--- src/rtl/radix_text_to_integer_parser_assert.svh ---
// ----------------------------------------------------------------------------
// Assertion macros for the radix text-to-integer parser
// Clocked on clk, disabled while rst_n is low.
// ----------------------------------------------------------------------------
`ifndef RADIX_TEXT_TO_INTEGER_PARSER_ASSERT_SVH
`define RADIX_TEXT_TO_INTEGER_PARSER_ASSERT_SVH

// Consequent must hold in the same cycle as the antecedent.
`define RTTIP_ASSERT_NOW(label, ante, cons) \
    label: assert property (@(posedge clk) disable iff (!rst_n) (ante) |-> (cons)) \
        else $error("rttip assertion failed");

// Consequent must hold in the cycle after the antecedent.
`define RTTIP_ASSERT_NEXT(label, ante, cons) \
    label: assert property (@(posedge clk) disable iff (!rst_n) (ante) |=> (cons)) \
        else $error("rttip assertion failed");

`endif

--- src/rtl/rttip_pkg.sv ---
// ----------------------------------------------------------------------------
// rttip_pkg
// Shared widths, codes, reset constants and word types of the parser.
// ----------------------------------------------------------------------------
package rttip_pkg;

    localparam int CHAR_W      = 8;
    localparam int BASE_W      = 6;
    localparam int VALUE_W     = 64;
    localparam int STATUS_W    = 2;
    localparam int CFG_INDEX_W = 1;
    localparam int DIV_STEPS   = VALUE_W;
    localparam int STEP_W      = $clog2(DIV_STEPS);

    localparam logic [BASE_W-1:0]  DIGIT_NONE  = 6'd36;
    localparam logic [BASE_W-1:0]  BASE_MIN    = 6'd2;
    localparam logic [BASE_W-1:0]  BASE_MAX    = 6'd36;
    localparam logic [BASE_W-1:0]  BASE_RESET  = 6'd10;
    localparam logic [VALUE_W-1:0] LIMIT_RESET = '1;
    localparam logic [VALUE_W-1:0] QUOT_RESET  = 64'd1844674407370955161;
    localparam logic [BASE_W-1:0]  REM_RESET   = 6'd5;

    localparam logic [CFG_INDEX_W-1:0] CFG_BASE  = 1'b0;
    localparam logic [CFG_INDEX_W-1:0] CFG_LIMIT = 1'b1;

    typedef enum logic [1:0] {
        PROG_NONE   = 2'd0,
        PROG_DIGITS = 2'd1,
        PROG_OVER   = 2'd2
    } prog_t;

    typedef enum logic [STATUS_W-1:0] {
        ST_OK       = 2'd0,
        ST_INVALID  = 2'd1,
        ST_OVERFLOW = 2'd2
    } status_t;

    // One decoded character word held in the input stage.
    typedef struct packed {
        logic [BASE_W-1:0] digit;
        logic              present;
        logic              last;
    } char_word_t;

    // Radix and the precomputed cutoff split of the limit.
    typedef struct packed {
        logic [BASE_W-1:0]  base;
        logic [VALUE_W-1:0] quotient;
        logic [BASE_W-1:0]  remainder;
    } limit_set_t;

endpackage

--- src/rtl/rttip_in_stage.sv ---
// ----------------------------------------------------------------------------
// rttip_in_stage
// Input register: decodes one ASCII character to a digit value and holds it.
// ----------------------------------------------------------------------------
module rttip_in_stage (
    input  logic                         clk,
    input  logic                         rst_n,
    input  logic                         in_valid,
    output logic                         in_stall,
    input  logic [rttip_pkg::CHAR_W-1:0] character,
    input  logic                         char_present,
    input  logic                         last_char,
    input  logic                         hold,
    input  logic                         advance,
    output logic                         word_valid,
    output rttip_pkg::char_word_t        word
);
    import rttip_pkg::*;

    localparam logic [CHAR_W-1:0] ZERO_CH  = 8'h30;
    localparam logic [CHAR_W-1:0] NINE_CH  = 8'h39;
    localparam logic [CHAR_W-1:0] UPPER_A  = 8'h41;
    localparam logic [CHAR_W-1:0] UPPER_Z  = 8'h5A;
    localparam logic [CHAR_W-1:0] LOWER_A  = 8'h61;
    localparam logic [CHAR_W-1:0] LOWER_Z  = 8'h7A;
    localparam logic [CHAR_W-1:0] UPPER_OFS = UPPER_A - 8'd10;
    localparam logic [CHAR_W-1:0] LOWER_OFS = LOWER_A - 8'd10;

    logic        valid_reg, valid_next;
    char_word_t  word_reg;
    char_word_t  word_dec;
    logic        accept;

    always_comb
    begin
        word_dec.present = char_present;
        word_dec.last    = last_char;
        if (character >= ZERO_CH && character <= NINE_CH)
        begin
            word_dec.digit = BASE_W'(character - ZERO_CH);
        end
        else if (character >= UPPER_A && character <= UPPER_Z)
        begin
            word_dec.digit = BASE_W'(character - UPPER_OFS);
        end
        else if (character >= LOWER_A && character <= LOWER_Z)
        begin
            word_dec.digit = BASE_W'(character - LOWER_OFS);
        end
        else
        begin
            word_dec.digit = DIGIT_NONE;
        end
    end

    // Stall while the cutoff is recomputed or the held word cannot move on.
    assign in_stall = hold | (valid_reg & ~advance);
    assign accept   = in_valid & ~in_stall;

    always_comb
    begin
        valid_next = valid_reg;
        if (accept)
        begin
            valid_next = 1'b1;
        end
        else if (advance)
        begin
            valid_next = 1'b0;
        end
    end

    always_ff @(posedge clk or negedge rst_n)
    begin
        if (!rst_n)
        begin
            valid_reg <= 1'b0;
        end
        else
        begin
            valid_reg <= valid_next;
        end
    end

    always_ff @(posedge clk)
    begin
        if (accept)
        begin
            word_reg <= word_dec;
        end
    end

    assign word_valid = valid_reg;
    assign word       = word_reg;

endmodule

--- src/rtl/rttip_limit_div.sv ---
// ----------------------------------------------------------------------------
// rttip_limit_div
// Configuration registers and a bit-serial divider for limit / base.
// ----------------------------------------------------------------------------
`include "radix_text_to_integer_parser_assert.svh"

module rttip_limit_div (
    input  logic                              clk,
    input  logic                              rst_n,
    input  logic                              cfg_valid,
    output logic                              cfg_ready,
    input  logic [rttip_pkg::CFG_INDEX_W-1:0] cfg_index,
    input  logic [rttip_pkg::VALUE_W-1:0]     cfg_data,
    output logic                              busy,
    output rttip_pkg::limit_set_t             limits
);
    import rttip_pkg::*;

    logic [BASE_W-1:0]  base_reg, base_next;
    logic [VALUE_W-1:0] limit_reg, limit_next;
    logic [VALUE_W-1:0] dvd_reg, dvd_next;
    logic [BASE_W-1:0]  rem_reg, rem_next;
    logic [STEP_W-1:0]  cnt_reg, cnt_next;
    logic               busy_reg, busy_next;
    logic [BASE_W-1:0]  base_wr;
    logic [BASE_W:0]    trial;
    logic               ge;
    logic               cfg_write;

    assign cfg_ready = ~busy_reg;
    assign cfg_write = cfg_valid & cfg_ready;

    // Clamp a written radix into 2..36.
    always_comb
    begin
        if (cfg_data[BASE_W-1:0] < BASE_MIN)
        begin
            base_wr = BASE_MIN;
        end
        else if (cfg_data[BASE_W-1:0] > BASE_MAX)
        begin
            base_wr = BASE_MAX;
        end
        else
        begin
            base_wr = cfg_data[BASE_W-1:0];
        end
    end

    // One restoring step: quotient bits shift in where dividend bits leave.
    assign trial = {rem_reg, dvd_reg[VALUE_W-1]};
    assign ge    = trial >= {1'b0, base_reg};

    always_comb
    begin
        base_next  = base_reg;
        limit_next = limit_reg;
        dvd_next   = dvd_reg;
        rem_next   = rem_reg;
        cnt_next   = cnt_reg;
        busy_next  = busy_reg;
        if (busy_reg)
        begin
            dvd_next = {dvd_reg[VALUE_W-2:0], ge};
            rem_next = ge ? BASE_W'(trial - {1'b0, base_reg}) : trial[BASE_W-1:0];
            cnt_next = cnt_reg - 1'b1;
            if (cnt_reg == '0)
            begin
                busy_next = 1'b0;
            end
        end
        else if (cfg_write)
        begin
            unique case (cfg_index)
                CFG_BASE:
                begin
                    base_next = base_wr;
                    dvd_next  = limit_reg;
                end
                CFG_LIMIT:
                begin
                    limit_next = cfg_data;
                    dvd_next   = cfg_data;
                end
                default:
                begin
                    dvd_next = limit_reg;
                end
            endcase
            rem_next  = '0;
            cnt_next  = STEP_W'(DIV_STEPS - 1);
            busy_next = 1'b1;
        end
    end

    always_ff @(posedge clk or negedge rst_n)
    begin
        if (!rst_n)
        begin
            base_reg  <= BASE_RESET;
            limit_reg <= LIMIT_RESET;
            dvd_reg   <= QUOT_RESET;
            rem_reg   <= REM_RESET;
            cnt_reg   <= '0;
            busy_reg  <= 1'b0;
        end
        else
        begin
            base_reg  <= base_next;
            limit_reg <= limit_next;
            dvd_reg   <= dvd_next;
            rem_reg   <= rem_next;
            cnt_reg   <= cnt_next;
            busy_reg  <= busy_next;
        end
    end

    assign busy             = busy_reg;
    assign limits.base      = base_reg;
    assign limits.quotient  = dvd_reg;
    assign limits.remainder = rem_reg;

    `RTTIP_ASSERT_NOW(a_div_exact, $fell(busy_reg),
        (dvd_reg * VALUE_W'(base_reg) + VALUE_W'(rem_reg)) == limit_reg)
    `RTTIP_ASSERT_NOW(a_rem_below_base, !busy_reg, rem_reg < base_reg)

endmodule

--- src/rtl/rttip_accum.sv ---
// ----------------------------------------------------------------------------
// rttip_accum
// Multiply-add accumulator with cutoff check and the result register.
// ----------------------------------------------------------------------------
`include "radix_text_to_integer_parser_assert.svh"

module rttip_accum (
    input  logic                           clk,
    input  logic                           rst_n,
    input  logic                           word_valid,
    input  rttip_pkg::char_word_t          word,
    input  rttip_pkg::limit_set_t          limits,
    output logic                           advance,
    output logic                           out_valid,
    input  logic                           out_stall,
    output logic [rttip_pkg::VALUE_W-1:0]  parsed_value,
    output logic [rttip_pkg::STATUS_W-1:0] parse_status
);
    import rttip_pkg::*;

    logic [VALUE_W-1:0] acc_reg, acc_next, acc_upd, acc_mul;
    prog_t              prog_reg, prog_next, prog_upd;
    logic               bad_reg, bad_next, bad_upd;
    logic               out_valid_reg, out_valid_next;
    logic [VALUE_W-1:0] value_reg, value_res;
    status_t            status_reg, status_res;
    logic               fire, emit;

    // A last word may only move on when the result register is free.
    assign fire = word_valid & ~(word.last & out_valid_reg & out_stall);
    assign emit = fire & word.last;
    assign advance = fire;

    assign acc_mul = acc_reg * VALUE_W'(limits.base);

    always_comb
    begin
        acc_upd  = acc_reg;
        prog_upd = prog_reg;
        bad_upd  = bad_reg;
        if (word.present && !bad_reg)
        begin
            if (word.digit >= limits.base)
            begin
                bad_upd = 1'b1;
            end
            else if (prog_reg == PROG_OVER || acc_reg > limits.quotient ||
                     (acc_reg == limits.quotient && word.digit > limits.remainder))
            begin
                prog_upd = PROG_OVER;
            end
            else
            begin
                acc_upd  = acc_mul + VALUE_W'(word.digit);
                prog_upd = PROG_DIGITS;
            end
        end
    end

    always_comb
    begin
        if (bad_upd)
        begin
            status_res = ST_INVALID;
            value_res  = '0;
        end
        else if (prog_upd != PROG_DIGITS)
        begin
            status_res = ST_OVERFLOW;
            value_res  = '0;
        end
        else
        begin
            status_res = ST_OK;
            value_res  = acc_upd;
        end
    end

    always_comb
    begin
        acc_next  = acc_reg;
        prog_next = prog_reg;
        bad_next  = bad_reg;
        if (emit)
        begin
            acc_next  = '0;
            prog_next = PROG_NONE;
            bad_next  = 1'b0;
        end
        else if (fire)
        begin
            acc_next  = acc_upd;
            prog_next = prog_upd;
            bad_next  = bad_upd;
        end
    end

    assign out_valid_next = emit | (out_valid_reg & out_stall);

    always_ff @(posedge clk or negedge rst_n)
    begin
        if (!rst_n)
        begin
            acc_reg       <= '0;
            prog_reg      <= PROG_NONE;
            bad_reg       <= 1'b0;
            out_valid_reg <= 1'b0;
        end
        else
        begin
            acc_reg       <= acc_next;
            prog_reg      <= prog_next;
            bad_reg       <= bad_next;
            out_valid_reg <= out_valid_next;
        end
    end

    always_ff @(posedge clk)
    begin
        if (emit)
        begin
            value_reg  <= value_res;
            status_reg <= status_res;
        end
    end

    assign out_valid    = out_valid_reg;
    assign parsed_value = value_reg;
    assign parse_status = status_reg;

    `RTTIP_ASSERT_NEXT(a_clear_after_last, emit,
        acc_reg == '0 && prog_reg == PROG_NONE && !bad_reg)
    `RTTIP_ASSERT_NOW(a_zero_unless_ok, out_valid_reg && status_reg != ST_OK,
        value_reg == '0)

endmodule

--- src/rtl/radix_text_to_integer_parser.sv ---
// ----------------------------------------------------------------------------
// radix_text_to_integer_parser
// Parses a numeral one character per word in a base of 2..36 against a limit.
// ----------------------------------------------------------------------------
//
//  Channel   Handshake               Payload
//  -------   ---------------------   ----------------------------------------
//  in        in_valid / in_stall     character, char_present, last_char
//  out       out_valid / out_stall   parsed_value, parse_status
//  cfg       cfg_valid / cfg_ready   cfg_index, cfg_data
//
//  One character word per cycle unless the bit-serial divider is busy or a
//  stalled result holds a last word; the accumulator loop is a single
//  multiply-add and compare per cycle and registers a result as it takes
//  its last word. cfg_ready and in_stall hold traffic off during limit / base.
//  Reset restores base 10 and an all-ones limit with its cutoff precomputed.
//  A stalled result blocks only a later last word; other words keep flowing.
// ----------------------------------------------------------------------------
module radix_text_to_integer_parser (
    input  logic                              clk,
    input  logic                              rst_n,
    input  logic                              in_valid,
    output logic                              in_stall,
    input  logic [rttip_pkg::CHAR_W-1:0]      character,
    input  logic                              char_present,
    input  logic                              last_char,
    output logic                              out_valid,
    input  logic                              out_stall,
    output logic [rttip_pkg::VALUE_W-1:0]     parsed_value,
    output logic [rttip_pkg::STATUS_W-1:0]    parse_status,
    input  logic                              cfg_valid,
    output logic                              cfg_ready,
    input  logic [rttip_pkg::CFG_INDEX_W-1:0] cfg_index,
    input  logic [rttip_pkg::VALUE_W-1:0]     cfg_data
);
    import rttip_pkg::*;

    // Held character word, decoded to a digit value (36 for a non-digit).
    char_word_t word;
    logic       word_valid;
    // Radix and cutoff split, stable whenever the divider is idle.
    limit_set_t limits;
    logic       div_busy;
    // Accumulator consumed the held word this cycle.
    logic       advance;

    rttip_in_stage u_in_stage (
        .clk          (clk),
        .rst_n        (rst_n),
        .in_valid     (in_valid),
        .in_stall     (in_stall),
        .character    (character),
        .char_present (char_present),
        .last_char    (last_char),
        .hold         (div_busy),
        .advance      (advance),
        .word_valid   (word_valid),
        .word         (word)
    );

    rttip_limit_div u_limit_div (
        .clk       (clk),
        .rst_n     (rst_n),
        .cfg_valid (cfg_valid),
        .cfg_ready (cfg_ready),
        .cfg_index (cfg_index),
        .cfg_data  (cfg_data),
        .busy      (div_busy),
        .limits    (limits)
    );

    // Hold the word back while the cutoff split is being recomputed.
    rttip_accum u_accum (
        .clk          (clk),
        .rst_n        (rst_n),
        .word_valid   (word_valid & ~div_busy),
        .word         (word),
        .limits       (limits),
        .advance      (advance),
        .out_valid    (out_valid),
        .out_stall    (out_stall),
        .parsed_value (parsed_value),
        .parse_status (parse_status)
    );

endmodule

--- config.mk ---
export PLATFORM = sky130hd
export DESIGN_NAME = radix_text_to_integer_parser
export DESIGN_NICKNAME = d
export VERILOG_FILES = /design/src/rtl/rttip_pkg.sv /design/src/rtl/rttip_in_stage.sv /design/src/rtl/rttip_limit_div.sv /design/src/rtl/rttip_accum.sv /design/src/rtl/radix_text_to_integer_parser.sv
export VERILOG_INCLUDE_DIRS = /design/src /design/src/rtl
export SDC_FILE = /design/constraint.sdc
export NUM_CORES = 2
export LEC_CHECK = 0
export ABC_CLOCK_PERIOD_IN_PS = 6400
export BUFFER_PORTS_ARGS = -buffer_cell sky130_fd_sc_hd__buf_2
export CORE_MARGIN = 2
export CORE_UTILIZATION = 25
export DETAILED_ROUTE_END_ITERATION = 8
export GPL_ROUTABILITY_DRIVEN = 0
export HOLD_SLACK_MARGIN = 0.1
export MAX_ROUTING_LAYER = met4
export PLACE_DENSITY = 0.36
export SYNTH_ARGS = -nofsm -noshare
export SYNTH_HDL_FRONTEND = slang
export SYNTH_HIERARCHICAL = 1
export SYNTH_SLANG_ARGS = --single-unit
--- constraint.sdc ---
create_clock -name clk -period 6.4 [get_ports clk]
set_input_delay 0.64 -clock clk [delete_from_list [all_inputs] [get_ports clk]]
set_output_delay 0.64 -clock clk [all_outputs]
set_load 0.01 [all_outputs]
==> impl_metrics.toml <==
[floorplan]
die_h_um = 335
start_util_pct = 25.2
die-area_um2 = 112000
io_pins = 149
core-area_um2 = 109000
rows = 121
die_x_um = 335

[clock_network]
clk_pin_slew_ns = 0.06
cts_resized = 0
cts.sink_count = 290
clock_latency_ns = 0.61
cts_made_buffers = 41
cts_setup_buffers = 0
cts_tree = "built"
hold_buffers = 0
clk_path_buf_depth = 3
cts_root_buffer = "clkbuf_16"
h-tree-depth = 2

[setup_path]
path_max_fanout = 25
crit_required_ns = 6.75
r2r_start = "u_limit_div/base_reg[1]"
worst-path-stages = 16
crit_path_start_kind = "flop"
path_cells = "buf_12 -> and2_1 -> fa_1 -> fa_1 -> fa_1 -> ha_1 -> ha_1 -> a21oi_1 -> o211ai_1 -> o2bb2ai_1 -> a211o_1 -> a31oi_1 -> a21o_1 -> a311oi_2 -> xnor2_1 -> o21ai_1"
critPathMaxStageDelay_ns = 0.67
worst-path-buf-inv = 1
crit_type = "reg -> reg"
r2r_slack_ns = 0.41
crit_arrival_ns = 6.34
crit_top_cell = "fa_1"
critPathCaptureType = "flop"
critPathLaunch = "u_limit_div/base_reg[1]"
worst_path_dominant_cell_family = "adder cells"
r2r_end = "u_accum/parsed_value[58]"
reg2regPathDepth = 16
endpoint = "u_accum/parsed_value[58]"
critPathSlowestCell = "dfstp_2"

[timing]
hold_viol_final = 0
max_slew.worst_pin.slew_ns = 0.989
fin_setup_tns_ns = 0
setup_viol_count_final = 0
min_period_ns = 5.99
relSlewSlack_pct = 34.1
max_freq_mhz = 167
slew_viol_final = 0
fin_worst_skew_ns = 0.0283
rsz0062_at_grt = "false"
fin_crit_sh_pct = 93.6

[global_route]
grt_max_degree = 123
grt_util_all_layers_pct = 17.1
antenna_found_initial = 12
grt_pass1_vias = 22183
grt_pass1_wl_um = 142000
grt-ovfl-total = 0

[synthesis]
synth_edf_count = 74
synth_common_cells = "and2_1 (332), nand2_1 (307), fa_1 (241)"
yosys-top-cells-area = "fa_1 (18%), dfrtp_1 (11%), ha_1 (10%), dfstp_2 (9.5%), edfxtp_1 (8.1%)"
yosys_register_bits = 290
synthCells = 2768
seq_area_frac_synth_pct = 28.3
syn_avg_cell_area_um2 = 9.88
synth_top_area_share_pct = 17.6
synthArstFlopShare_pct = 74.5
synth_top_cell_by_area = "fa_1"
yosys_warnings = 6
synth_cell_types = 99
netlist_area_um2 = 27400
synth-main-ff-cell = "dfrtp_1"
yosysMostFrequentCell = "and2_1"
syn_nets = 3307

[routing]
drtPass1Iterations = 5
drt-total-wl_um = 92200
dr.first_iter.drc_count = 1141
vias = 20930
drc_errors = 0
wl_per_cell_um = 21.2
via_per_inst = 4.82
detail-route-antenna-nets = 0

[layout]
fillers = 11391
syn2layout_area_growth_pct = 13.8
drive_above_1_share_pct = 16.9
nets = 3424
register_area_um2 = 7750
multi_input_area_um2 = 18200

[place]
hpwl_um = 70500
portBuffers = 148

[run_status]
status = "completed"

[run]
max_cap_violations = 0

[hold_path]
hold_path_class = "in -> async"
area by class of cell:
class | count | share of cell area [%]
Multi-Input combinational cell | 2165 | 58.6
Sequential cell | 290 | 24.9
Tap cell | 1414 | 5.68
Timing Repair Buffer | 219 | 4.30
Clock buffer | 49 | 3.52
Inverter | 168 | 2.03
Clock inverter | 27 | 0.884
Antenna cell | 10 | 0.0804
cells by family (layout without fill, tap and decap cells):
group                      Yosys count  after routing  share of synthesized area (%)
AOI/OAI and AO/OA                  607            607                           14.3
buffers and inverters              313            463                           5.10
other                                0             10                              0
xor gates and xnor gates            68             68                           2.18
adders and majority gates          460            460                           27.6
muxes                              143            143                           5.53
and+or+nand+nor                    887            887                           16.9
DFF                                290            290                           28.3
worst min-delay path by stage:
| stage | startpoint | end | slack [ns] | depth (start not counted) |
|---|---|---|---|---|
| floorplan | rst_n | u_accum/acc_reg[0] | 0.34 | 0 |
| global placement | u_limit_div/cnt_reg[5] | u_limit_div/cnt_reg[5] | 0.47 | 1 |
| detailed placement | u_limit_div/limit_reg[5] | u_limit_div/limit_reg[5] | 0.48 | 2 |
| CTS | rst_n | u_limit_div/cnt_reg[4] | 0.11 | 1 |
| global route | rst_n | u_limit_div/cnt_reg[3] | 0.13 | 1 |
| finish | rst_n | u_limit_div/dvd_reg[9] | 0.09 | 1 |
cells in the final DEF, fill, tap and decap left out, types with 74 or more instances in the layout:
cell type,synthesis,final
a21oi_1,115,115
dfstp_2,99,99
buf_2,23,145
fa_1,241,241
edfxtp_1,74,74
ha_1,218,218
o21ai_0,221,221
mux2i_1,78,78
nand2_1,307,306
a22o_1,78,78
inv_1,167,167
and2_1,332,332
nor2_1,77,75
dfrtp_1,117,116
metrics by stage:
stage	area, um^2	setup WS, ns	instances	hold WS (ns)	util, %
6_report	31100	0.412	4342	0.0899	28.6
5_1_grt	31100	0.0656	4334	0.129	28.6
4_1_cts	31100	0.387	4332	0.114	28.6
3_5_place_dp	29700	0.391	4256	0.481	27.4
3_3_place_gp	29700	0.512	4256	0.472	27.4
2_1_floorplan	27400	0.907	2768	0.344	-
metal layers:
| layer | track usage (%) | wire [um] | up-vias |
|---|---|---|---|
| li1 | - | - | 9818 |
| met1 | 24.9 | 46700 | 10619 |
| met2 | 25.0 | 39500 | 412 |
| met3 | 2.62 | 4410 | 81 |
| met4 | 3.29 | 1590 | 0 |
| met5 | - | 0 | - |
Power is not shown: default switching activity piles up to over one toggle a cycle in this logic, so the estimate is an artifact.
